### src/hw/rtl/glyph_coverage_alpha_compositor_assert.svh
// Assertion macros shared by the compositor RTL.
// Each macro expects signals named clk and rst_n in the module that uses it.
`ifndef GLYPH_COVERAGE_ALPHA_COMPOSITOR_ASSERT_SVH
`define GLYPH_COVERAGE_ALPHA_COMPOSITOR_ASSERT_SVH

// The consequent must hold in the same cycle as the antecedent.
`define GCAC_ASSERT_SAME(label, ante, cons, msg) \
    label: assert property (@(posedge clk) disable iff (!rst_n) (ante) |-> (cons)) \
        else $error(msg);

// The consequent must hold in the cycle after the antecedent.
`define GCAC_ASSERT_NEXT(label, ante, cons, msg) \
    label: assert property (@(posedge clk) disable iff (!rst_n) (ante) |=> (cons)) \
        else $error(msg);

`endif

### src/hw/rtl/gcac_pkg.sv
// Package for the glyph coverage alpha compositor: codes, types and helpers.
// Used by every module of the block; depends on nothing.
`timescale 1ns / 1ps

package gcac_pkg;

    localparam int MAX_WIDTH_DEF  = 512;
    localparam int MAX_HEIGHT_DEF = 512;

    localparam int POS_W      = 13;
    localparam int CFG_IDX_W  = 2;
    localparam int CFG_DATA_W = 10;
    localparam int DIM_CALC_W = 14;
    localparam int QUEUE_DEPTH = 2;

    localparam logic [CFG_DATA_W-1:0] DIM_RESET = 10'd512;

    localparam logic [CFG_IDX_W-1:0] CFG_WIDTH  = 2'd0;
    localparam logic [CFG_IDX_W-1:0] CFG_HEIGHT = 2'd1;

    localparam logic [1:0] REQ_COMPOSITE = 2'd0;
    localparam logic [1:0] REQ_READ      = 2'd1;
    localparam logic [1:0] REQ_CLEAR     = 2'd2;

    typedef enum logic [2:0] {
        OP_NONE,
        OP_FLAG,
        OP_READ,
        OP_WRITE,
        OP_CLEAR
    } op_t;

    typedef struct packed {
        op_t             op;
        logic [7:0]      alpha;
        logic [2:0][7:0] rgb;
    } item_t;

    typedef enum logic [2:0] {
        B_INIT,
        B_IDLE,
        B_LOAD,
        B_WR,
        B_CLR
    } back_state_t;

    // Exact floor(v / 255) for v up to 255 * 255 + 254.
    function automatic logic [7:0] div255(input logic [16:0] v);
        logic [16:0] t;
        t = v + 17'd1 + (v >> 8);
        return t[15:8];
    endfunction

endpackage

### src/hw/rtl/gcac_queue.sv
// Short request queue between the front end and the back end.
// Depends on gcac_pkg.
`timescale 1ns / 1ps

module gcac_queue #(
    parameter int AW = 18
) (
    input  logic            clk,
    input  logic            rst_n,
    input  logic            push,
    input  gcac_pkg::item_t push_item,
    input  logic [AW-1:0]   push_addr,
    output logic            q_ready,
    input  logic            pop,
    output logic            q_valid,
    output gcac_pkg::item_t q_item,
    output logic [AW-1:0]   q_addr
);

    localparam int DEPTH = gcac_pkg::QUEUE_DEPTH;
    localparam int PW    = $clog2(DEPTH);
    localparam int NW    = $clog2(DEPTH + 1);

    gcac_pkg::item_t item_mem [DEPTH];
    logic [AW-1:0]   addr_mem [DEPTH];

    logic [PW-1:0] wr_ptr_reg;
    logic [PW-1:0] wr_ptr_next;
    logic [PW-1:0] rd_ptr_reg;
    logic [PW-1:0] rd_ptr_next;
    logic [NW-1:0] count_reg;
    logic [NW-1:0] count_next;

    assign q_ready = (count_reg != NW'(DEPTH));
    assign q_valid = (count_reg != '0);
    assign q_item  = item_mem[rd_ptr_reg];
    assign q_addr  = addr_mem[rd_ptr_reg];

    always_comb
    begin
        wr_ptr_next = wr_ptr_reg;
        rd_ptr_next = rd_ptr_reg;
        count_next  = count_reg;
        if (push)
        begin
            wr_ptr_next = (wr_ptr_reg == PW'(DEPTH - 1)) ? '0 : wr_ptr_reg + PW'(1);
        end
        if (pop)
        begin
            rd_ptr_next = (rd_ptr_reg == PW'(DEPTH - 1)) ? '0 : rd_ptr_reg + PW'(1);
        end
        if (push && !pop)
        begin
            count_next = count_reg + NW'(1);
        end
        else if (pop && !push)
        begin
            count_next = count_reg - NW'(1);
        end
    end

    always_ff @(posedge clk or negedge rst_n)
    begin
        if (!rst_n)
        begin
            wr_ptr_reg <= '0;
            rd_ptr_reg <= '0;
            count_reg  <= '0;
        end
        else
        begin
            wr_ptr_reg <= wr_ptr_next;
            rd_ptr_reg <= rd_ptr_next;
            count_reg  <= count_next;
        end
    end

    always_ff @(posedge clk)
    begin
        if (push)
        begin
            item_mem[wr_ptr_reg] <= push_item;
            addr_mem[wr_ptr_reg] <= push_addr;
        end
    end

endmodule

### config.mk
export PLATFORM = sky130hd
export DESIGN_NAME = gcac_queue
export DESIGN_NICKNAME = d
export VERILOG_FILES = /design/src/hw/rtl/glyph_coverage_alpha_compositor_assert.svh /design/src/hw/rtl/gcac_pkg.sv /design/src/hw/rtl/gcac_queue.sv
export SDC_FILE = /design/constraint.sdc
export NUM_CORES = 1
export LEC_CHECK = 0
export BUFFER_PORTS_ARGS = -buffer_cell sky130_fd_sc_hd__buf_2
export CAP_MARGIN = 5
export CORE_AREA = 2 2 94 141
export DETAILED_ROUTE_END_ITERATION = 8
export DIE_AREA = 0 0 96 143
export GPL_TIMING_DRIVEN = 1
export HOLD_SLACK_MARGIN = 0.12
export SLEW_MARGIN = 25
export SYNTH_ARGS = -nofsm -noshare
export SYNTH_HDL_FRONTEND = slang
export SYNTH_SLANG_ARGS = --single-unit
### constraint.sdc
create_clock -name clk -period 10.19 [get_ports clk]
set_clock_uncertainty 0.2 [all_clocks]
set_input_delay 0.5095 -clock clk [delete_from_list [all_inputs] [get_ports clk]]
set_output_delay 0.5095 -clock clk [all_outputs]
set_load 0.02 [all_outputs]
==> reports/metrics.csv <==
metric,value,unit
Hold Path Depth,2,
WL final,7130,um
max_slew headroom,33.3,%
"Seq/Total Area, Yosys",77.0,%
Initial Util,34.3,%
TNS Setup,0,ns
syn_nets,239,
Cell variety after synth,15,
status,"complete, no violations",
crit path time final,2.74,ns
Post-CTS Setup Inserts,0,
Die Width,96,um
Pleak,2.09,nW
Sw Pwr,0.460,mW
switching share of power,31.6,%
Num CTS Buffers,9,
Pins Over Slew Limit,0,
Placed Instances,444,
Skew-Pair Late Insertion Delay,0.33,ns
combinational fraction of design power,32.0,%
initial antenna violation count,0,
remaining global-route overflow,0,
Post-Synth XOR/XNOR Area,1.03,%
Port Buffers,111,
post-route insts no fill,461,
Top Ports,112,
layout cells sized above 1,60.0,%
Layout area overhead,22.1,%
RSZ-0062 raised after global routing,no,
average wire per standard cell,15.5,um
clk buf depth,2,
final hold viol count,0,
synthesized cell area,0.00426,sq mm
Hold Crit Class,input pin to flip-flop,
total clock sinks,110,
Worst EP required,9.48,ns
Final ANT Viol Nets,0,
WP data arrival,2.03,ns
sequential share of power,46.9,%
vias in the first global route,2168,
slew at the pin closest to its max-slew limit,1.00,ns
CTS Root Cell,clkbuf_16,
Final HPWL DP,4780,um
main area contributors after synthesis,"edfxtp_1 75%, mux2_4 17%, buf_12 2.3%",
Post-Synth Simple-Gate Area,0.675,%
pin count of the biggest net entering global routing,55,
first-pass GRT wire length,10600,um
routed vias/inst,4.35,
clock share of power,21.1,%
crit path max fanout,54,
area share of the largest cell type after synthesis,74.6,%
PwrDens,280,mW/mm^2
Clock transition at path regs,0.07,ns
Setup-failing EPs final,0,
FF-to-FF path depth,2,
ANT cells,0,
Synth Register Bits,110,
routability cong.,0.724,
largest family of logic cells by synthesized area,multiplexers,
gr usage total,10.8,%
Vias,2004,
# rows,50,
drt first-iter violations,98,
post-synth top area cell,edfxtp_1,
maximum clock rate,365,MHz
number of max-cap violations,0,
core area,0.0124,sq mm
Syn. warnings,0,
Die ar.,0.0137,sq mm
Compound-Gate Fraction of Synth Area,0,%
syn_area_per_cell,23.6,sq um
mux cell area share after synthesis,18.3,%
period utilisation layout,26.9,%
DRC errors left,0,
Final nets,358,
Synth Area in Adders,0.293,%
largest vdd supply drop,0.000164,V
CTS tree,done,
WS Path Type,flip-flop to output port,
Setup crit start kind,flip-flop,
Crit. End Element,output port,
Initial DRT Pass Iterations,4,
max reg flops,70,
Mapped Cells,181,
Int Pwr,0.999,mW
H-tree Lvls,3,
die height,143,um
==> synthesized netlist by cell type <==
cell and number:
inv_1 1, xnor2_1 1, nor2b_1 1, mux2_4 49
mux2_2 4, ha_1 1, and2_1 1, buf_6 1
dfrtp_1 4, nor2_1 1, edfxtp_1 106, buf_12 5
xor2_1 4, or2_2 1, nand2b_1 1
==> kinds of logic after synthesis <==
logic type / after synthesis
adder cells (fa/ha/maj): 1
AND/OR/NAND/NOR: 5
XOR/XNOR: 5
flip-flops: 110
multiplexers: 53
buffers and inverters: 7
==> layout make-up <==
class / instances / area, sq um
clock buffer: 10 / 229
sequential: 110 / 3290
inverter: 1 / 3.75
tap: 156 / 195
multi-input combinational: 64 / 875
clock inverter: 6 / 37.5
fill: 1160 / 7240
timing repair buffer: 114 / 581
==> power groups by stage <==
| stage | Clock [mW] | Combinational [mW] | Sequential, mW |
|---|---|---|---|
| 2_1_floorplan | 0 | 0.431 | 0.634 |
| 3_3_place_gp | 0 | 0.475 | 0.692 |
| 3_5_place_dp | 0 | 0.476 | 0.700 |
| 4_1_cts | 0.321 | 0.478 | 0.691 |
| 5_1_grt | 0.337 | 0.498 | 0.699 |
| 6_report | 0.308 | 0.467 | 0.684 |
==> placed cells by master (no fill, tap or decap), types with 2 or more instances in the layout <==
cell	instances
mux2_2	4
xor2_1	4
dfrtp_1	3
buf_4	2
mux2_4	49
edfxtp_1	106
clkinv_1	2
clkbuf_16	9
buf_2	111
==> final timing paths <==
kind | startpoint | to | slack (ns)
worst max register to register | wr_ptr_reg | item_mem[0][25] | 8.28
worst max-delay path | rd_ptr_reg | q_item[31] | 7.45
max in group asynchronous | rst_n | rd_ptr_reg | 9.35
worst min-delay path | pop | rd_ptr_reg | 0.16
min in group asynchronous | rst_n | count_reg[0] | 0.30
worst min register to register | count_reg[1] | count_reg[1] | 0.31
==> per-layer routing <==
layer / part of all wire, % / vias to the layer above / global-route usage, %
met3: 4.0 / 7 / 3.01
met1: 33 / 1000 / 9.69
li1: - / 944 / -
met4: 1.8 / 0 / 5.41
met2: 61 / 53 / 21.1
met5: 0 / - / 0
==> critical path, cell delays in order, from the launching register on <==
cell and delay, ns:
dfrtp_4 1.09, mux2_2 0.41, buf_2 0.16
==> metrics by stage <==
step	power [mW]	instance area [sq um]	worst slack, ns	utilization [%]	hold WS [ns]
5_1_grt	1.53	5210	7.34	41.8	0.138
6_report	1.46	5210	7.45	41.8	0.155
2_1_floorplan	1.06	4260	6.67	-	0.0139
4_1_cts	1.49	5210	7.38	41.8	0.139
3_5_place_dp	1.18	4930	7.76	39.6	0.122
3_3_place_gp	1.17	4930	7.79	39.6	0.122
==> timing repair <==
item                      in CTS  in global routing
hold buffers                   1                  0
gates resized for setup        0                  0
hold endpoints to repair       4                  0
(Power assumes the default switching activity.)
