<file path="config.mk">
export PLATFORM = sky130hd
export DESIGN_NAME = gcac_front
export DESIGN_NICKNAME = d
export VERILOG_FILES = /design/src/hw/rtl/glyph_coverage_alpha_compositor_assert.svh /design/src/hw/rtl/gcac_pkg.sv /design/src/hw/rtl/gcac_front.sv
export SDC_FILE = /design/constraint.sdc
export NUM_CORES = 1
export LEC_CHECK = 0
export BUFFER_PORTS_ARGS = -buffer_cell sky130_fd_sc_hd__buf_4
export CORE_ASPECT_RATIO = 2
export CORE_MARGIN = 2
export CORE_UTILIZATION = 35
export DETAILED_ROUTE_END_ITERATION = 10
export REMOVE_ABC_BUFFERS = 1
export SYNTH_ARGS = -nofsm -noshare
export SYNTH_HDL_FRONTEND = slang
export SYNTH_SLANG_ARGS = --single-unit
</file>
<file path="constraint.sdc">
create_clock -name vclk -period 12.5
set_input_delay 2.5 -clock vclk [all_inputs]
set_output_delay 2.5 -clock vclk [all_outputs]
set_load 0.01 [all_outputs]
</file>
<file path="src/hw/rtl/glyph_coverage_alpha_compositor_assert.svh">
// Assertion macros shared by the compositor RTL.
// Each macro expects signals named clk and rst_n in the module that uses it.
`ifndef GLYPH_COVERAGE_ALPHA_COMPOSITOR_ASSERT_SVH
`define GLYPH_COVERAGE_ALPHA_COMPOSITOR_ASSERT_SVH

// The consequent must hold in the same cycle as the antecedent.
`define GCAC_ASSERT_SAME(label, ante, cons, msg) \
    label: assert property (@(posedge clk) disable iff (!rst_n) (ante) |-> (cons)) \
        else $error(msg);

// The consequent must hold in the cycle after the antecedent.
`define GCAC_ASSERT_NEXT(label, ante, cons, msg) \
    label: assert property (@(posedge clk) disable iff (!rst_n) (ante) |=> (cons)) \
        else $error(msg);

`endif

</file>
<file path="src/hw/rtl/gcac_pkg.sv">
// Package for the glyph coverage alpha compositor: codes, types and helpers.
// Used by every module of the block; depends on nothing.
`timescale 1ns / 1ps

package gcac_pkg;

    localparam int MAX_WIDTH_DEF  = 512;
    localparam int MAX_HEIGHT_DEF = 512;

    localparam int POS_W      = 13;
    localparam int CFG_IDX_W  = 2;
    localparam int CFG_DATA_W = 10;
    localparam int DIM_CALC_W = 14;
    localparam int QUEUE_DEPTH = 2;

    localparam logic [CFG_DATA_W-1:0] DIM_RESET = 10'd512;

    localparam logic [CFG_IDX_W-1:0] CFG_WIDTH  = 2'd0;
    localparam logic [CFG_IDX_W-1:0] CFG_HEIGHT = 2'd1;

    localparam logic [1:0] REQ_COMPOSITE = 2'd0;
    localparam logic [1:0] REQ_READ      = 2'd1;
    localparam logic [1:0] REQ_CLEAR     = 2'd2;

    typedef enum logic [2:0] {
        OP_NONE,
        OP_FLAG,
        OP_READ,
        OP_WRITE,
        OP_CLEAR
    } op_t;

    typedef struct packed {
        op_t             op;
        logic [7:0]      alpha;
        logic [2:0][7:0] rgb;
    } item_t;

    typedef enum logic [2:0] {
        B_INIT,
        B_IDLE,
        B_LOAD,
        B_WR,
        B_CLR
    } back_state_t;

    // Exact floor(v / 255) for v up to 255 * 255 + 254.
    function automatic logic [7:0] div255(input logic [16:0] v);
        logic [16:0] t;
        t = v + 17'd1 + (v >> 8);
        return t[15:8];
    endfunction

endpackage

</file>
<file path="src/hw/rtl/gcac_front.sv">
// Front end: accepts requests, clips positions, derives alpha and the store address.
// Depends on gcac_pkg.
`timescale 1ns / 1ps

module gcac_front #(
    parameter int MAX_WIDTH  = gcac_pkg::MAX_WIDTH_DEF,
    parameter int MAX_HEIGHT = gcac_pkg::MAX_HEIGHT_DEF
) (
    input  logic                                            in_valid,
    output logic                                            in_ready,
    input  logic [1:0]                                      req_type,
    input  logic signed [gcac_pkg::POS_W-1:0]               pos_x,
    input  logic signed [gcac_pkg::POS_W-1:0]               pos_y,
    input  logic [7:0]                                      coverage,
    input  logic [31:0]                                     glyph_color,
    input  logic [$clog2(MAX_WIDTH+1)-1:0]                  eff_w,
    input  logic [$clog2(MAX_HEIGHT+1)-1:0]                 eff_h,
    input  logic                                            busy,
    input  logic                                            q_ready,
    output logic                                            push,
    output gcac_pkg::item_t                                 item,
    output logic [$clog2(MAX_WIDTH*MAX_HEIGHT)-1:0]         addr
);

    localparam int AW = $clog2(MAX_WIDTH * MAX_HEIGHT);
    localparam int XW = $clog2(MAX_WIDTH);
    localparam int YW = $clog2(MAX_HEIGHT);
    localparam int CW = gcac_pkg::DIM_CALC_W;

    logic [7:0]  opacity;
    logic [15:0] alpha_prod;
    logic [7:0]  alpha;
    logic        x_in;
    logic        y_in;
    logic        in_area;

    assign in_ready = q_ready && !busy;
    assign push     = in_valid && in_ready;

    assign opacity    = 8'hFF - glyph_color[7:0];
    assign alpha_prod = coverage * opacity;
    assign alpha      = alpha_prod[15:8];

    assign x_in    = !pos_x[gcac_pkg::POS_W-1]
                     && (CW'(pos_x[gcac_pkg::POS_W-2:0]) < CW'(eff_w));
    assign y_in    = !pos_y[gcac_pkg::POS_W-1]
                     && (CW'(pos_y[gcac_pkg::POS_W-2:0]) < CW'(eff_h));
    assign in_area = x_in && y_in;

    assign addr = AW'(AW'(pos_y[YW-1:0]) * AW'(MAX_WIDTH)) + AW'(pos_x[XW-1:0]);

    always_comb
    begin
        item.alpha = alpha;
        item.rgb   = glyph_color[31:8];
        case (req_type)
            gcac_pkg::REQ_COMPOSITE:
            begin
                item.op = (in_area && (alpha != 8'd0)) ? gcac_pkg::OP_WRITE
                                                       : gcac_pkg::OP_FLAG;
            end
            gcac_pkg::REQ_READ:
            begin
                item.op = in_area ? gcac_pkg::OP_READ : gcac_pkg::OP_NONE;
            end
            gcac_pkg::REQ_CLEAR:
            begin
                item.op = gcac_pkg::OP_CLEAR;
            end
            default:
            begin
                item.op = gcac_pkg::OP_NONE;
            end
        endcase
    end

endmodule

</file>
==> metrics.txt, run 1 <==
DRT Wirelength around 7300 µm; vias per cell around 4.9; slew margin rel. ~73%; Fin Setup TNS 0 ns; GPL Wtd Cong between 0.7 and 0.8; diodes inserted 0; period utilisation layout 79.1%; commonest non-fill, non-tap cell in the layout buf_4; vias in the first global route around 2600; Die Wd around 67 µm; Arrival @ worst endpoint 7.38 ns; # clk buffers 0; sequential share of power 0%; Int Power 160 µW; Total Routing Usage GR between 15 and 20%; antenna violations before repair 0; RSZ-0062 raised after global routing no; # IOs roughly 150; WL/cell ~15 µm; Die Y-Extent roughly 130 µm; grt total ovfl 0; final-stage net count approximately 560; Slowest cell on crit path fa_1; post-CTS sizing 0; final count of hold timing violations 0; critical path data required time around 10 ns; cell area after layout roughly 3300 µm²; drt initial violations 81; Top Family by Delay on Critical Path adder cells; first-pass GRT wire length between 10000 and 15000 µm; Logic pwr share between 90% and 100%; Final HPWL DP between 6000 and 7000 µm; synth warn 0; Max Clk Rate 101 MHz; Crit path top cell by count fa_1; crit path time final 9.88 ns; Setup crit start glyph_color[7]; DRC 0; Min-Delay Path Class in -> out; Critical Path Source Type input port; Mapped Avg Cell Area roughly 8.5 µm²; crit path kind in -> out; pin count of the biggest net entering global routing 9; I/O Buffers between 90 and 100; Die ar. 8600 µm²; Worst Hold Launch glyph_color[14]; initial core utilization 36.1%; Final ANT Viol Nets 0; total power ~340 µW; Hold Path Sink item[6]; sequential cells 0; most frequent cells in the layout buf_4 (98), inv_1 (60), ha_1 (51); number of detailed-route iterations in the first pass 4; core outline area roughly 7600 µm²; power density cells about 100 nW/µm²; Via Count ~2300; placed inst area around 3300 µm²; Reg area 0 µm²; type of destination of the critical path output port; Setup Fix Bufs, Post-CTS 0; Clk pwr share 0%; status finished clean; crit path max fanout 8; hold path depth 0; P&R area growth vs syn 19.6%; Final Max Tran Viols 0; Fillers about 790; max-cap violations 0; largest stage delay on the critical path around 0.56 ns; NetSw around 180 µW; post-synthesis cell type count 32; worst path cell trace buf_4, or2b_1, fa_1, fa_1, fa_1, fa_1, inv_1, ha_1, and4_1, and2_1, a221oi_1, xnor2_1, a2111o_1, or3_1, o311a_1, buf_4; Mapped Area roughly 2700 µm²; hold_ws 5.00 ns; Buf/Inv on CP 3; maximum VDD drop 0.0000734 V; Worst Tran Pin Value 0.405 ns; sequential cell area fraction in the yosys report 0%; Syn Inst Count 322; cts hold-fix bufs 0; sw frac a little over half; Site Rows 45; share of layout cells above drive strength 1 approximately 26%; reported leakage power around 0.0018 µW; final setup fails 0
-- final cells by class --
| type | instances | area (µm²) | area share, % |
|---|---|---|---|
| Inverter | 60 | 225 | 6.86 |
| Tap cell | 94 | 118 | 3.59 |
| Timing Repair Buffer | 98 | 736 | 22.4 |
| Multi-Input combinational cell | 220 | 2200 | 67.1 |
-- worst max path at each step --
stage          endpoint  slack [ns]  cells after the start
2_1_floorplan  item[33]        3.06                     16
3_5_place_dp   item[33]        2.63                     16
6_report       item[33]        2.62                     16
3_3_place_gp   item[33]        2.69                     17
4_1_cts        item[33]        2.61                     17
5_1_grt        item[33]        2.37                     17
-- cell usage after synthesis, drive strengths merged, types with 6 or more instances --
library cell / n / area share, %
nor2b: 36 / 8.2
and2b: 9 / 2.5
ha: 51 / 23
a21oi: 9 / 1.6
nand2b: 18 / 4.1
fa: 35 / 26
buf: 42 / 11
nor2: 6 / 0.82
o21ai: 6 / 1.1
inv: 60 / 8.2
-- cells by family (layout without fill, tap and decap cells) --
logic type	after synthesis	after routing	synth area share, %
buffers and inverters	102	158	19.7
and+or+nand+nor	93	93	20.7
adders and majority gates	86	86	48.8
AOI/OAI and AO/OA	31	31	7.62
xor gates and xnor gates	10	10	3.19
-- routing by layer --
layer	part of all wire (%)	GRT usage [%]
met5	0.66	4.38
met4	1.7	2.16
met3	11	6.68
met2	57	35.4
met1	30	16.4
-- power by group through the flow --
stage / logic, µW / registers (µW) / clock network [µW]
2_1_floorplan: 203 / 0 / 0
3_5_place_dp: 348 / 0 / 0
5_1_grt: 381 / 0 / 0
6_report: 339 / 0 / 0
4_1_cts: 350 / 0 / 0
3_3_place_gp: 341 / 0 / 0
-- stage by stage --
| stage | std cells | util, % | worst slack (ns) |
|---|---|---|---|
| floorplan | 280 | - | 3.06 |
| global placement | 472 | 43.2 | 2.69 |
| detailed placement | 472 | 43.2 | 2.63 |
| CTS | 472 | 43.2 | 2.61 |
| global route | 472 | 43.2 | 2.37 |
| finish | 472 | 43.2 | 2.62 |
No activity file was read; power rests on OpenSTA's default activity.
==> run 2: changes to the inputs <==
PLACE_DENSITY = 0.67   (was not set)
clock period = 8.5 ns   (was 12.5 ns; I/O delays follow)
==> metrics.txt, run 2 (synthesized netlist as in run 1, its figures left out) <==
status finished clean (unchanged); Min-Delay Path Class in -> out (unchanged); crit path max fanout 8 (unchanged); DRT Wirelength 7000 µm (was 7270 µm); pin count of the biggest net entering global routing 9 (unchanged); Final HPWL DP 6490 µm (was 6770 µm); period utilisation layout between 90% and 100%; number of detailed-route iterations in the first pass 4 (unchanged); Final Max Tran Viols 0 (unchanged); reported leakage power 0.00185 µW (about the same); vias per cell 4.97 (was 4.86); crit path kind in -> out (unchanged); Total Routing Usage GR 17.3% (was 17.7%); cell area after layout 3290 µm² (was 3280 µm²); I/O Buffers 98 (unchanged); vias in the first global route 2646 (was 2576); Final ANT Viol Nets 0 (unchanged); Worst Hold Launch glyph_color[21] (was glyph_color[14]); Reg area 0 µm² (unchanged); Die ar. 8600 µm² (unchanged); placed inst area 3280 µm² (unchanged); diodes inserted 0 (unchanged); Final WS setup 0.340 ns (was 2.62 ns); final setup fails 0 (unchanged); Max Clk Rate between 100 and 150 MHz; Arrival @ worst endpoint 6.46 ns (was 7.38 ns); share of layout cells above drive strength 1 26.2% (was 25.9%); grt total ovfl 0 (unchanged); core outline area 7600 µm² (unchanged); drt initial violations 44 (was 81); power density cells 152 nW/µm² (was 103 nW/µm²); P&R area growth vs syn 19.8% (was 19.6%); Via Count 2348 (was 2293); DRC 0 (unchanged); # IOs 146 (unchanged); final-stage net count 557 (unchanged); crit path time final between 8 and 9 ns; Die Y-Extent 129 µm (unchanged); Critical Path Source Type input port (unchanged); WL/cell 14.8 µm (was 15.4 µm); max-cap violations 0 (unchanged); slew margin rel. 76.6% (was 73.0%); commonest non-fill, non-tap cell in the layout buf_4 (unchanged); initial core utilization 36.1% (unchanged); type of destination of the critical path output port (unchanged); Fin Setup TNS 0 ns (unchanged); antenna violations before repair 0 (unchanged); critical path data required time 6.80 ns (was 10.00 ns); Die Wd 66.6 µm (unchanged); GPL Wtd Cong 0.785 (was 0.770); hold_ws 3.40 ns (was 5.00 ns); final count of hold timing violations 0 (unchanged); Setup crit start glyph_color[7] (unchanged); Worst Tran Pin Value 0.348 ns (was 0.405 ns); most frequent cells in the layout buf_4 (98), inv_1 (60), ha_1 (51) (unchanged); Site Rows 45 (unchanged); # clk buffers 0 (unchanged); dpl ws 0.239 ns (was 2.63 ns); maximum VDD drop 0.000108 V (was 0.0000734 V); RSZ-0062 raised after global routing no (unchanged); first-pass GRT wire length 11700 µm (was 11800 µm); sequential cells 0 (unchanged)
-- run 2: cell count changes in the layout (fill, tap and decap cells not counted) --
cell / delta
a221oi_2: +1
a221oi_1: -1
-- run 2: per-layer routing --
layer / up-vias / global-route usage, % / share of wire [%]
met2: 115 / 32.8 / 53
met1: 1125 / 18.7 / 35
met4: 2 / 2.28 / 1.7
met3: 11 / 4.95 / 9.5
met5: - / 3.75 / 0.61
li1: 1095 / - / -
-- run 2: layout make-up --
cell class,instances,area [µm²]
fill,778,4310
inverter,60,225
multi-input combinational,220,2210
tap,94,118
timing repair buffer,98,736
-- run 2: what timing repair did --
action | 4_1_cts | 5_1_grt
gates resized for setup | 0 | 1
hold buffers | 0 | 0
setup buffers | 0 | 0
setup endpoints to repair | 0 | 1
-- run 2: worst max-delay path, stage by stage --
cell and delay (ns):
buf_4 0.13, or2b_1 0.25, fa_1 0.52, fa_1 0.54, fa_1 0.53, fa_1 0.55, inv_1 0.04, ha_1 0.37
nand2_1 0.06, o21ai_0 0.30, a21oi_1 0.14, o21ai_0 0.34, xor2_1 0.17, or3_1 0.38, o311a_1 0.29, buf_4 0.14
-- run 2: power by group --
group          leakage (µW)  switching, µW  total (µW)  internal, µW
logic               0.00185            263         498           236
registers                 0              0           0             0
clock network             0              0           0             0
-- run 2: worst paths after layout --
kind,slack [ns],end,depth (start not counted)
hold / removal,3.40,item[13],0
setup / recovery,0.34,item[33],16
-- run 2: per-stage QoR --
step	power, µW	cells	util (%)
floorplan	299	280	-
CTS	504	472	43.2
finish	498	472	43.2
global route	566	472	43.2
detailed placement	501	472	43.2
global placement	491	472	43.2
